## config.mk

```make
export PLATFORM = sky130hd
export DESIGN_NAME = matrix_keypad_debounce_click
export DESIGN_NICKNAME = d
export VERILOG_FILES = /design/src/design/mkdc_pkg.sv /design/src/design/mkdc_remap.sv /design/src/design/mkdc_key.sv /design/src/design/mkdc_pick.sv /design/src/design/matrix_keypad_debounce_click.sv
export SDC_FILE = /design/constraint.sdc
export NUM_CORES = 2
export LEC_CHECK = 0
export BUFFER_PORTS_ARGS = -buffer_cell sky130_fd_sc_hd__buf_2
export CORE_UTILIZATION = 54
export CTS_CLUSTER_SIZE = 30
export DETAILED_ROUTE_END_ITERATION = 12
export PLACE_DENSITY = 0.81
export SLEW_MARGIN = 40
export SYNTH_ARGS = -nofsm -noshare
export SYNTH_HDL_FRONTEND = slang
export SYNTH_SLANG_ARGS = --single-unit
```

## constraint.sdc

```tcl
create_clock -name clk -period 8.75 [get_ports clk]
set_input_delay 0.4375 -clock clk [delete_from_list [all_inputs] [get_ports clk]]
set_output_delay 0.4375 -clock clk [all_outputs]
set_load 0.01 [all_outputs]
```

## src/design/mkdc_pkg.sv

```systemverilog
// Package for the matrix keypad debounce and click block.
// Holds matrix sizes, register indexes and the structs shared by the modules.
// No dependencies.
package mkdc_pkg;

  localparam int MAX_ROWS       = 4;
  localparam int MAX_COLS       = 4;
  localparam int NKEYS          = MAX_ROWS * MAX_COLS;
  localparam int KEY_BITS       = $clog2(NKEYS);
  localparam int CODE_BITS      = 8;
  localparam int CODE_WORD_BITS = 128;
  localparam int DIM_BITS       = 3;
  localparam int CNT_BITS       = 2 * DIM_BITS - 1;
  localparam int TIME_BITS      = 32;
  localparam int DEB_BITS       = 16;
  localparam int CFG_IDX_BITS   = 3;
  localparam int CFG_DATA_BITS  = 64;

  // configuration register indexes
  localparam logic [CFG_IDX_BITS-1:0] CFG_ROWS_IN_USE    = 3'd0;
  localparam logic [CFG_IDX_BITS-1:0] CFG_COLS_IN_USE    = 3'd1;
  localparam logic [CFG_IDX_BITS-1:0] CFG_DEBOUNCE_MS    = 3'd2;
  localparam logic [CFG_IDX_BITS-1:0] CFG_KEY_CODES_LOW  = 3'd3;
  localparam logic [CFG_IDX_BITS-1:0] CFG_KEY_CODES_HIGH = 3'd4;

  typedef logic [MAX_COLS-1:0][MAX_ROWS-1:0] scan_t;

  // per-key control from the top level
  typedef struct packed {
    logic step;
    logic in_use;
    logic clr;
  } key_ctl_t;

  typedef struct packed {
    logic                 valid;
    logic [KEY_BITS-1:0]  index;
    logic [CODE_BITS-1:0] code;
  } click_t;

endpackage

```

## src/design/mkdc_remap.sv

```systemverilog
// Maps one registered matrix scan onto raw key levels by key index.
// Also flags which keys are in use. Depends on mkdc_pkg.
module mkdc_remap
  import mkdc_pkg::*;
(
  input  scan_t                scan,
  input  logic [DIM_BITS-1:0]  rows_in_use,
  input  logic [DIM_BITS-1:0]  cols_in_use,
  output logic [NKEYS-1:0]     raw,
  output logic [NKEYS-1:0]     in_use
);

  logic [DIM_BITS-1:0] rows_c;
  logic [DIM_BITS-1:0] cols_c;
  logic [CNT_BITS-1:0] total;

  assign rows_c = (rows_in_use > DIM_BITS'(MAX_ROWS)) ? DIM_BITS'(MAX_ROWS) : rows_in_use;
  assign cols_c = (cols_in_use > DIM_BITS'(MAX_COLS)) ? DIM_BITS'(MAX_COLS) : cols_in_use;
  assign total  = CNT_BITS'(rows_c) * CNT_BITS'(cols_c);

  // scatter each wired cell to index row * cols + col
  always_comb begin
    logic [CNT_BITS-1:0] idx;
    raw = '0;
    for (int r = 0; r < MAX_ROWS; r++) begin
      for (int c = 0; c < MAX_COLS; c++) begin
        idx = CNT_BITS'(r) * CNT_BITS'(cols_c) + CNT_BITS'(c);
        if ((DIM_BITS'(r) < rows_c) && (DIM_BITS'(c) < cols_c) &&
            (idx < CNT_BITS'(NKEYS))) begin
          raw[idx[KEY_BITS-1:0]] = scan[c][r];
        end
      end
    end
  end

  always_comb begin
    for (int k = 0; k < NKEYS; k++) begin
      in_use[k] = CNT_BITS'(k) < total;
    end
  end

endmodule

```

## src/design/mkdc_key.sv

```systemverilog
// Debounce and click cell for one key: candidate tracking with a time stamp,
// stable level, press state and pending click. Depends on mkdc_pkg.
module mkdc_key
  import mkdc_pkg::*;
(
  input  logic                 clk,
  input  logic                 rst_n,
  input  key_ctl_t             ctl,
  input  logic                 raw,
  input  logic [TIME_BITS-1:0] now_ms,
  input  logic [DEB_BITS-1:0]  debounce_ms,
  output logic                 pending
);

  logic                 stable_r, stable_nxt;
  logic                 press_r, press_nxt;
  logic                 run_r, run_nxt;
  logic                 cand_r, cand_nxt;
  logic [TIME_BITS-1:0] ctime_r, ctime_nxt;
  logic                 pend_r, pend_upd;
  logic [TIME_BITS-1:0] elapsed;
  logic                 en;

  assign en      = ctl.step & ctl.in_use;
  assign elapsed = now_ms - ctime_r;

  always_comb begin
    run_nxt    = run_r;
    cand_nxt   = cand_r;
    ctime_nxt  = ctime_r;
    stable_nxt = stable_r;
    if (!run_r) begin
      if (raw != stable_r) begin
        run_nxt   = 1'b1;
        cand_nxt  = raw;
        ctime_nxt = now_ms;
      end
    end else if (raw == stable_r) begin
      run_nxt = 1'b0;
    end else if (raw != cand_r) begin
      // restart the candidate at the new level
      cand_nxt  = raw;
      ctime_nxt = now_ms;
    end else if (elapsed >= TIME_BITS'(debounce_ms)) begin
      run_nxt    = 1'b0;
      stable_nxt = cand_r;
    end
  end

  always_comb begin
    press_nxt = press_r;
    pend_upd  = pend_r;
    if (stable_nxt != stable_r) begin
      if (stable_nxt) begin
        press_nxt = 1'b1;
      end else if (press_r) begin
        pend_upd  = 1'b1;
        press_nxt = 1'b0;
      end
    end
  end

  // frozen keys show their held click
  assign pending = en ? pend_upd : pend_r;

  always_ff @(posedge clk) begin
    if (!rst_n) begin
      stable_r <= 1'b0;
      press_r  <= 1'b0;
      run_r    <= 1'b0;
      cand_r   <= 1'b0;
      pend_r   <= 1'b0;
    end else begin
      if (en) begin
        stable_r <= stable_nxt;
        press_r  <= press_nxt;
        run_r    <= run_nxt;
        cand_r   <= cand_nxt;
      end
      if (ctl.step) begin
        pend_r <= pending & ~ctl.clr;
      end
    end
  end

  always_ff @(posedge clk) begin
    if (!rst_n) begin
      ctime_r <= '0;
    end else if (en) begin
      ctime_r <= ctime_nxt;
    end
  end

endmodule

```

## src/design/mkdc_pick.sv

```systemverilog
// Picks the lowest-index pending click among keys in use and looks up its code.
// Depends on mkdc_pkg.
module mkdc_pick
  import mkdc_pkg::*;
(
  input  logic [NKEYS-1:0]          pending,
  input  logic [NKEYS-1:0]          in_use,
  input  logic [CODE_WORD_BITS-1:0] codes,
  output click_t                    click,
  output logic [NKEYS-1:0]          clr
);

  logic [NKEYS-1:0]    cand;
  logic                found;
  logic [KEY_BITS-1:0] idx;

  assign cand = pending & in_use;

  // walk down so the lowest set index wins
  always_comb begin
    found = 1'b0;
    idx   = '0;
    for (int k = NKEYS - 1; k >= 0; k--) begin
      if (cand[k]) begin
        found = 1'b1;
        idx   = KEY_BITS'(k);
      end
    end
  end

  always_comb begin
    clr         = '0;
    click.valid = found;
    click.index = '0;
    click.code  = '0;
    if (found) begin
      clr[idx]    = 1'b1;
      click.index = idx;
      click.code  = codes[idx * CODE_BITS +: CODE_BITS];
    end
  end

endmodule

```

## src/design/matrix_keypad_debounce_click.sv

```systemverilog
// Top level of the matrix keypad debounce and click block.
// Uses mkdc_pkg, mkdc_remap, mkdc_key and mkdc_pick.
//
//   channel | direction | handshake           | payload
//   --------+-----------+---------------------+------------------------------------------
//   in      | to block  | in_valid/in_ready   | in_rows_col0..3, in_now_ms
//   out     | from block| out_valid/out_ready | out_click_valid, out_click_index, out_click_code
//   cfg     | to block  | cfg_valid/cfg_ready | cfg_index, cfg_data
//
// One scan per cycle unless the result stalls: a scan is registered, then the per-key
// debounce cells and the click picker update state and load the result register.
// The result is presented from the result register; cfg_ready is always high.
// A stalled result holds the scan register; in_ready drops only when both are full
// and out_ready is low.
// Synchronous reset clears all key state and loads the register defaults.
module matrix_keypad_debounce_click
  import mkdc_pkg::*;
(
  input  logic                      clk,
  input  logic                      rst_n,
  input  logic                      in_valid,
  output logic                      in_ready,
  input  logic [MAX_ROWS-1:0]       in_rows_col0,
  input  logic [MAX_ROWS-1:0]       in_rows_col1,
  input  logic [MAX_ROWS-1:0]       in_rows_col2,
  input  logic [MAX_ROWS-1:0]       in_rows_col3,
  input  logic [TIME_BITS-1:0]      in_now_ms,
  output logic                      out_valid,
  input  logic                      out_ready,
  output logic                      out_click_valid,
  output logic [KEY_BITS-1:0]       out_click_index,
  output logic [CODE_BITS-1:0]      out_click_code,
  input  logic                      cfg_valid,
  output logic                      cfg_ready,
  input  logic [CFG_IDX_BITS-1:0]   cfg_index,
  input  logic [CFG_DATA_BITS-1:0]  cfg_data
);

  logic [DIM_BITS-1:0]      rows_r;
  logic [DIM_BITS-1:0]      cols_r;
  logic [DEB_BITS-1:0]      deb_r;
  logic [CFG_DATA_BITS-1:0] codes_lo_r;
  logic [CFG_DATA_BITS-1:0] codes_hi_r;

  logic                 s1_valid_r;
  scan_t                s1_scan_r;
  logic [TIME_BITS-1:0] s1_now_r;
  logic                 out_valid_r;
  click_t               out_click_r;

  logic             step;
  logic             in_fire;
  logic [NKEYS-1:0] raw;
  logic [NKEYS-1:0] in_use;
  logic [NKEYS-1:0] pending;
  logic [NKEYS-1:0] clr;
  click_t           click;

  assign cfg_ready = 1'b1;
  assign step      = s1_valid_r & (~out_valid_r | out_ready);
  assign in_ready  = ~s1_valid_r | step;
  assign in_fire   = in_valid & in_ready;

  always_ff @(posedge clk) begin
    if (!rst_n) begin
      rows_r     <= DIM_BITS'(MAX_ROWS);
      cols_r     <= DIM_BITS'(MAX_COLS);
      deb_r      <= DEB_BITS'(20);
      codes_lo_r <= '0;
      codes_hi_r <= '0;
    end else if (cfg_valid && cfg_ready) begin
      case (cfg_index)
        CFG_ROWS_IN_USE:    rows_r     <= cfg_data[DIM_BITS-1:0];
        CFG_COLS_IN_USE:    cols_r     <= cfg_data[DIM_BITS-1:0];
        CFG_DEBOUNCE_MS:    deb_r      <= cfg_data[DEB_BITS-1:0];
        CFG_KEY_CODES_LOW:  codes_lo_r <= cfg_data;
        CFG_KEY_CODES_HIGH: codes_hi_r <= cfg_data;
        default: ;
      endcase
    end
  end

  // scan register
  always_ff @(posedge clk) begin
    if (!rst_n) begin
      s1_valid_r <= 1'b0;
    end else if (in_ready) begin
      s1_valid_r <= in_valid;
    end
  end

  always_ff @(posedge clk) begin
    if (in_fire) begin
      s1_scan_r <= {in_rows_col3, in_rows_col2, in_rows_col1, in_rows_col0};
      s1_now_r  <= in_now_ms;
    end
  end

  mkdc_remap u_remap (
    .scan        (s1_scan_r),
    .rows_in_use (rows_r),
    .cols_in_use (cols_r),
    .raw         (raw),
    .in_use      (in_use)
  );

  for (genvar k = 0; k < NKEYS; k++) begin : g_key
    key_ctl_t ctl;
    assign ctl = '{step: step, in_use: in_use[k], clr: clr[k]};

    mkdc_key u_key (
      .clk         (clk),
      .rst_n       (rst_n),
      .ctl         (ctl),
      .raw         (raw[k]),
      .now_ms      (s1_now_r),
      .debounce_ms (deb_r),
      .pending     (pending[k])
    );
  end

  mkdc_pick u_pick (
    .pending (pending),
    .in_use  (in_use),
    .codes   ({codes_hi_r, codes_lo_r}),
    .click   (click),
    .clr     (clr)
  );

  // result register
  always_ff @(posedge clk) begin
    if (!rst_n) begin
      out_valid_r <= 1'b0;
    end else if (step) begin
      out_valid_r <= 1'b1;
    end else if (out_ready) begin
      out_valid_r <= 1'b0;
    end
  end

  always_ff @(posedge clk) begin
    if (step) begin
      out_click_r <= click;
    end
  end

  assign out_valid       = out_valid_r;
  assign out_click_valid = out_click_r.valid;
  assign out_click_index = out_click_r.index;
  assign out_click_code  = out_click_r.code;

  a_step_loads_out: assert property (@(posedge clk) disable iff (!rst_n)
    step |=> out_valid_r)
    else $error("result register not loaded after a step");

  a_stall_blocks_in: assert property (@(posedge clk) disable iff (!rst_n)
    (s1_valid_r && out_valid_r && !out_ready) |-> !in_ready)
    else $error("input taken while both stages are full");

  a_one_clear: assert property (@(posedge clk) disable iff (!rst_n)
    $onehot0(clr) && ((clr != '0) == click.valid))
    else $error("click clear does not match the reported click");

  a_clear_in_use: assert property (@(posedge clk) disable iff (!rst_n)
    (clr & ~in_use) == '0)
    else $error("click cleared on a key not in use");

  a_idle_result_zero: assert property (@(posedge clk) disable iff (!rst_n)
    (out_valid_r && !out_click_r.valid) |->
      (out_click_r.index == '0 && out_click_r.code == '0))
    else $error("empty result carries a nonzero index or code");

endmodule

```

==> impl_metrics.toml <==
[run_status]
status = "finished clean"

[critical_path]
worst_r2r_startpoint = "s1_now_r[0]$_DFFE_PP_"
worstPathRequired_ns = 9.17
start_kind = "register"
cp-end-kind = "register"
r2r-end = "out_click_code[4]$_SDFFCE_PN0P_"
arrival_ns = 8.47
crit_fanout = 43
crit_type = "reg -> reg"
cp_slowest_cell = "or4_1"
crit_path_max_incr_delay_ns = 0.68
reg2reg_slack_ns = 0.69
reg2reg_depth = 30

[yosys]
yosysTopAreaCell = "dfxtp_1"
synth-seq-cells = 805
synth_commonest_cells = "1031 x nor2_1, 854 x nand2_1, 826 x a21oi_1"
async_flop_share = 0
synth_area_leaders = "dfxtp_1 21%, ha_1 14%, mux2i_1 8.3%"
synth_area_um2 = 69400
synth_cell_types = 103
synth_top_cell_area_share = 0.215
yosysSeqAreaShare = 0.241
synth.avg_cell_area_um2 = 7.69
yosysMostFrequentCell = "nor2_1"
syn_nets = 9926
synth_top_flop_cell = "dfxtp_1"
ys_warn_count = 0
synthCells = 9022
synth_edf_count = 61

[timing]
finalCriticalPeriod_ns = 8.06
worst_pin_slew_ns = 0.881
final.setup.worst_slack_ns = 0.694
clock.fmax_mhz = 124
relSlewSlack = 0.412
setup_violations = 0
hold_viol_final = 0
clock-skew-final_ns = 0.0387
period_share = 0.921
grt_setup_unrepaired = "false"
drv_slew = 0
fin_tns_setup_ns = 0

[routing]
routed_wirelength_mm = 224
drc = 0
avgRoutedWirePerCell_um = 20.6
first_pass_iters = 8
drt_iter0_markers = 6765
postRouteAntennaNets = 0
vias_per_cell = 6.29
route.vias.total = 68200

[global_route]
antenna_found_initial = 4
overflow = 0
grt_pass1_vias = 63800
grt_pass1_wl_mm = 349
track_usage = 0.331
grt_max_degree = 197

[place]
portBuffers = 134
gp_congestion = 0.982
post-place-ws_ns = 0.691
dpl.hpwl_mm = 161
placed_area_um2 = 71900
dp_cells = 10600

[power]
sequentialPowerShare = 0.339
power_mw = 11.7
leakage_nw = 32.7
clock_power_share = 0.356
internal-power_mw = 7.67
p_switching_mw = 4.01
p_per_area_nw_per_um2 = 153
p_comb_frac = 0.305
switching_share = 0.343
peakVddDrop_v = 0.000154

[floorplan]
die-area_um2 = 130000
start_util = 0.544
core_area_um2 = 128000
num_rows = 131
die_w_um = 360
ios = 136
die_y_um = 360

[cts]
cts.sinks = 805
htreeDepth = 3
numCtsBuffers = 94
clock_path_buffers = 3
clockRootBuffer = "clkbuf_16"
clock_latency_ns = 0.73
clk_pin_slew_ns = 0.06
cts_tree = "yes"

[cells_and_area]
nNetsFinal = 10000
stdcell_count = 10800
syn2layout_area_growth_pct = 10.1
drive_above_1_share = 0.0625
final_area_um2 = 76400

[min_path]
hold_path_end = "codes_lo_r[2]$_SDFFE_PN0P_"
worst_hold_path_type = "in -> reg"
min_path_cells = 3
min_from = "cfg_data[2]"

[job]
cap_violations = 0
## final cells by class
type | instances | area, um^2
flip-flops and latches | 805 | 16700
clock inverters | 50 | 528
fillers | 11200 | 51100
clock buffers | 126 | 2690
inverters | 711 | 2680
diodes | 4 | 10.0
well taps | 1662 | 2080
multi-input cells | 7104 | 48600
repair buffers | 384 | 3050
## logic make-up (layout without fill, tap and decap cells)
kind of cell               after synthesis  after routing  share of synthesized area
buffers and inverters                 1113           1271                     0.0614
DFF                                    805            805                      0.241
AOI/OAI and AO/OA                     2523           2523                      0.237
xor gates and xnor gates               346            346                     0.0438
adders and majority gates              784            784                      0.143
other                                    1              5                  0.0000541
and+or+nand+nor                       2859           2859                      0.188
muxes                                  591            591                     0.0858
## timing repair
action / 4_1_cts / 5_1_grt
setup buffers: 0 / 0
gates resized for setup: 0 / 2
endpoints found under the setup margin: 0 / 7
endpoints found under the hold margin: 181 / 0
hold buffers: 112 / 0
## how the worst max path moves through the flow
| stage | from | endpoint | depth (start not counted) |
|---|---|---|---|
| floorplan | s1_now_r[1]$_DFFE_PP_ | out_click_code[7]$_SDFFCE_PN0P_ | 26 |
| global placement | s1_now_r[0]$_DFFE_PP_ | out_click_code[4]$_SDFFCE_PN0P_ | 30 |
| detailed placement | s1_now_r[0]$_DFFE_PP_ | out_click_code[5]$_SDFFCE_PN0P_ | 30 |
| CTS | s1_now_r[0]$_DFFE_PP_ | out_click_code[4]$_SDFFCE_PN0P_ | 30 |
| global route | s1_now_r[0]$_DFFE_PP_ | out_click_code[1]$_SDFFCE_PN0P_ | 31 |
| finish | s1_now_r[0]$_DFFE_PP_ | out_click_code[4]$_SDFFCE_PN0P_ | 30 |
## worst max-delay path, delay by kind of cell (launching register included)
family                     cells  cell delay [ns]
DFF                            1             0.36
and+or+nand+nor                4             1.17
xor gates and xnor gates       1             0.14
buffers and inverters          3             0.70
muxes                          1             0.26
adders and majority gates      3             0.89
AOI/OAI and AO/OA             18             4.17
## layout by cell type, fill, tap and decap left out, drive strengths merged, types with 31 or more instances in the layout
master and n:
clkbuf 126, nor4 47, a21oi 829, edfxtp 61, dfxtp 744, nor2 1031
a21o 237, nand2 854, a31oi 97, nor2b 73, and3 73, o211ai 98
inv 714, xor2 133, xnor2 213, o2111ai 35, buf 272, o21bai 62
nand2b 96, o21a 111, dlygate4sd3 112, mux2i 574, a2111oi 31, nand3 177
nand4 136, and2 53, a211o 40, o21ai 419, o31ai 36, ha 766
a211oi 153, a21boi 33, nor3 129, or3 44
## power groups by stage
| stage | Combinational, mW | Sequential [mW] | Clock, mW |
|---|---|---|---|
| floorplan | 2.53 | 4.03 | 0 |
| global placement | 3.32 | 4.04 | 0 |
| detailed placement | 3.41 | 4.04 | 0 |
| CTS | 3.48 | 3.96 | 4.20 |
| global route | 3.93 | 3.98 | 4.34 |
| finish | 3.56 | 3.97 | 4.16 |
## metrics by stage
stage | hold slack [ns] | utilization
after floorplan | 0.432 | -
after global placement | 0.440 | 0.563
after detailed placement | 0.446 | 0.564
after CTS | 0.000210 | 0.598
after global routing | 0.0399 | 0.599
final | 0.0517 | 0.599
## layer usage
| metal | track usage | vias up | wire length [um] |
|---|---|---|---|
| met5 | 0 | - | 21 |
| met4 | 0.182 | 4 | 13400 |
| met3 | 0.0565 | 645 | 19000 |
| met2 | 0.519 | 2904 | 96700 |
| met1 | 0.431 | 32100 | 94600 |
| li1 | - | 32600 | - |
## flip-flops by register name, summed over array words and instances, names as in the netlist
register,cells
out_click_valid,1
g_key.u_key.ctime_r,512
s1_valid_r,1
out_valid,1
deb_r,16
out_click_index,4
codes_lo_r,64
g_key.u_key.press_r,16
s1_now_r,32
codes_hi_r,64
cols_r,3
s1_scan_r,16
g_key.u_key.pend_r,16
g_key.u_key.run_r,16
g_key.u_key.cand_r,16
rows_r,3
g_key.u_key.stable_r,16
out_click_code,8
(Power assumes the default switching activity.)
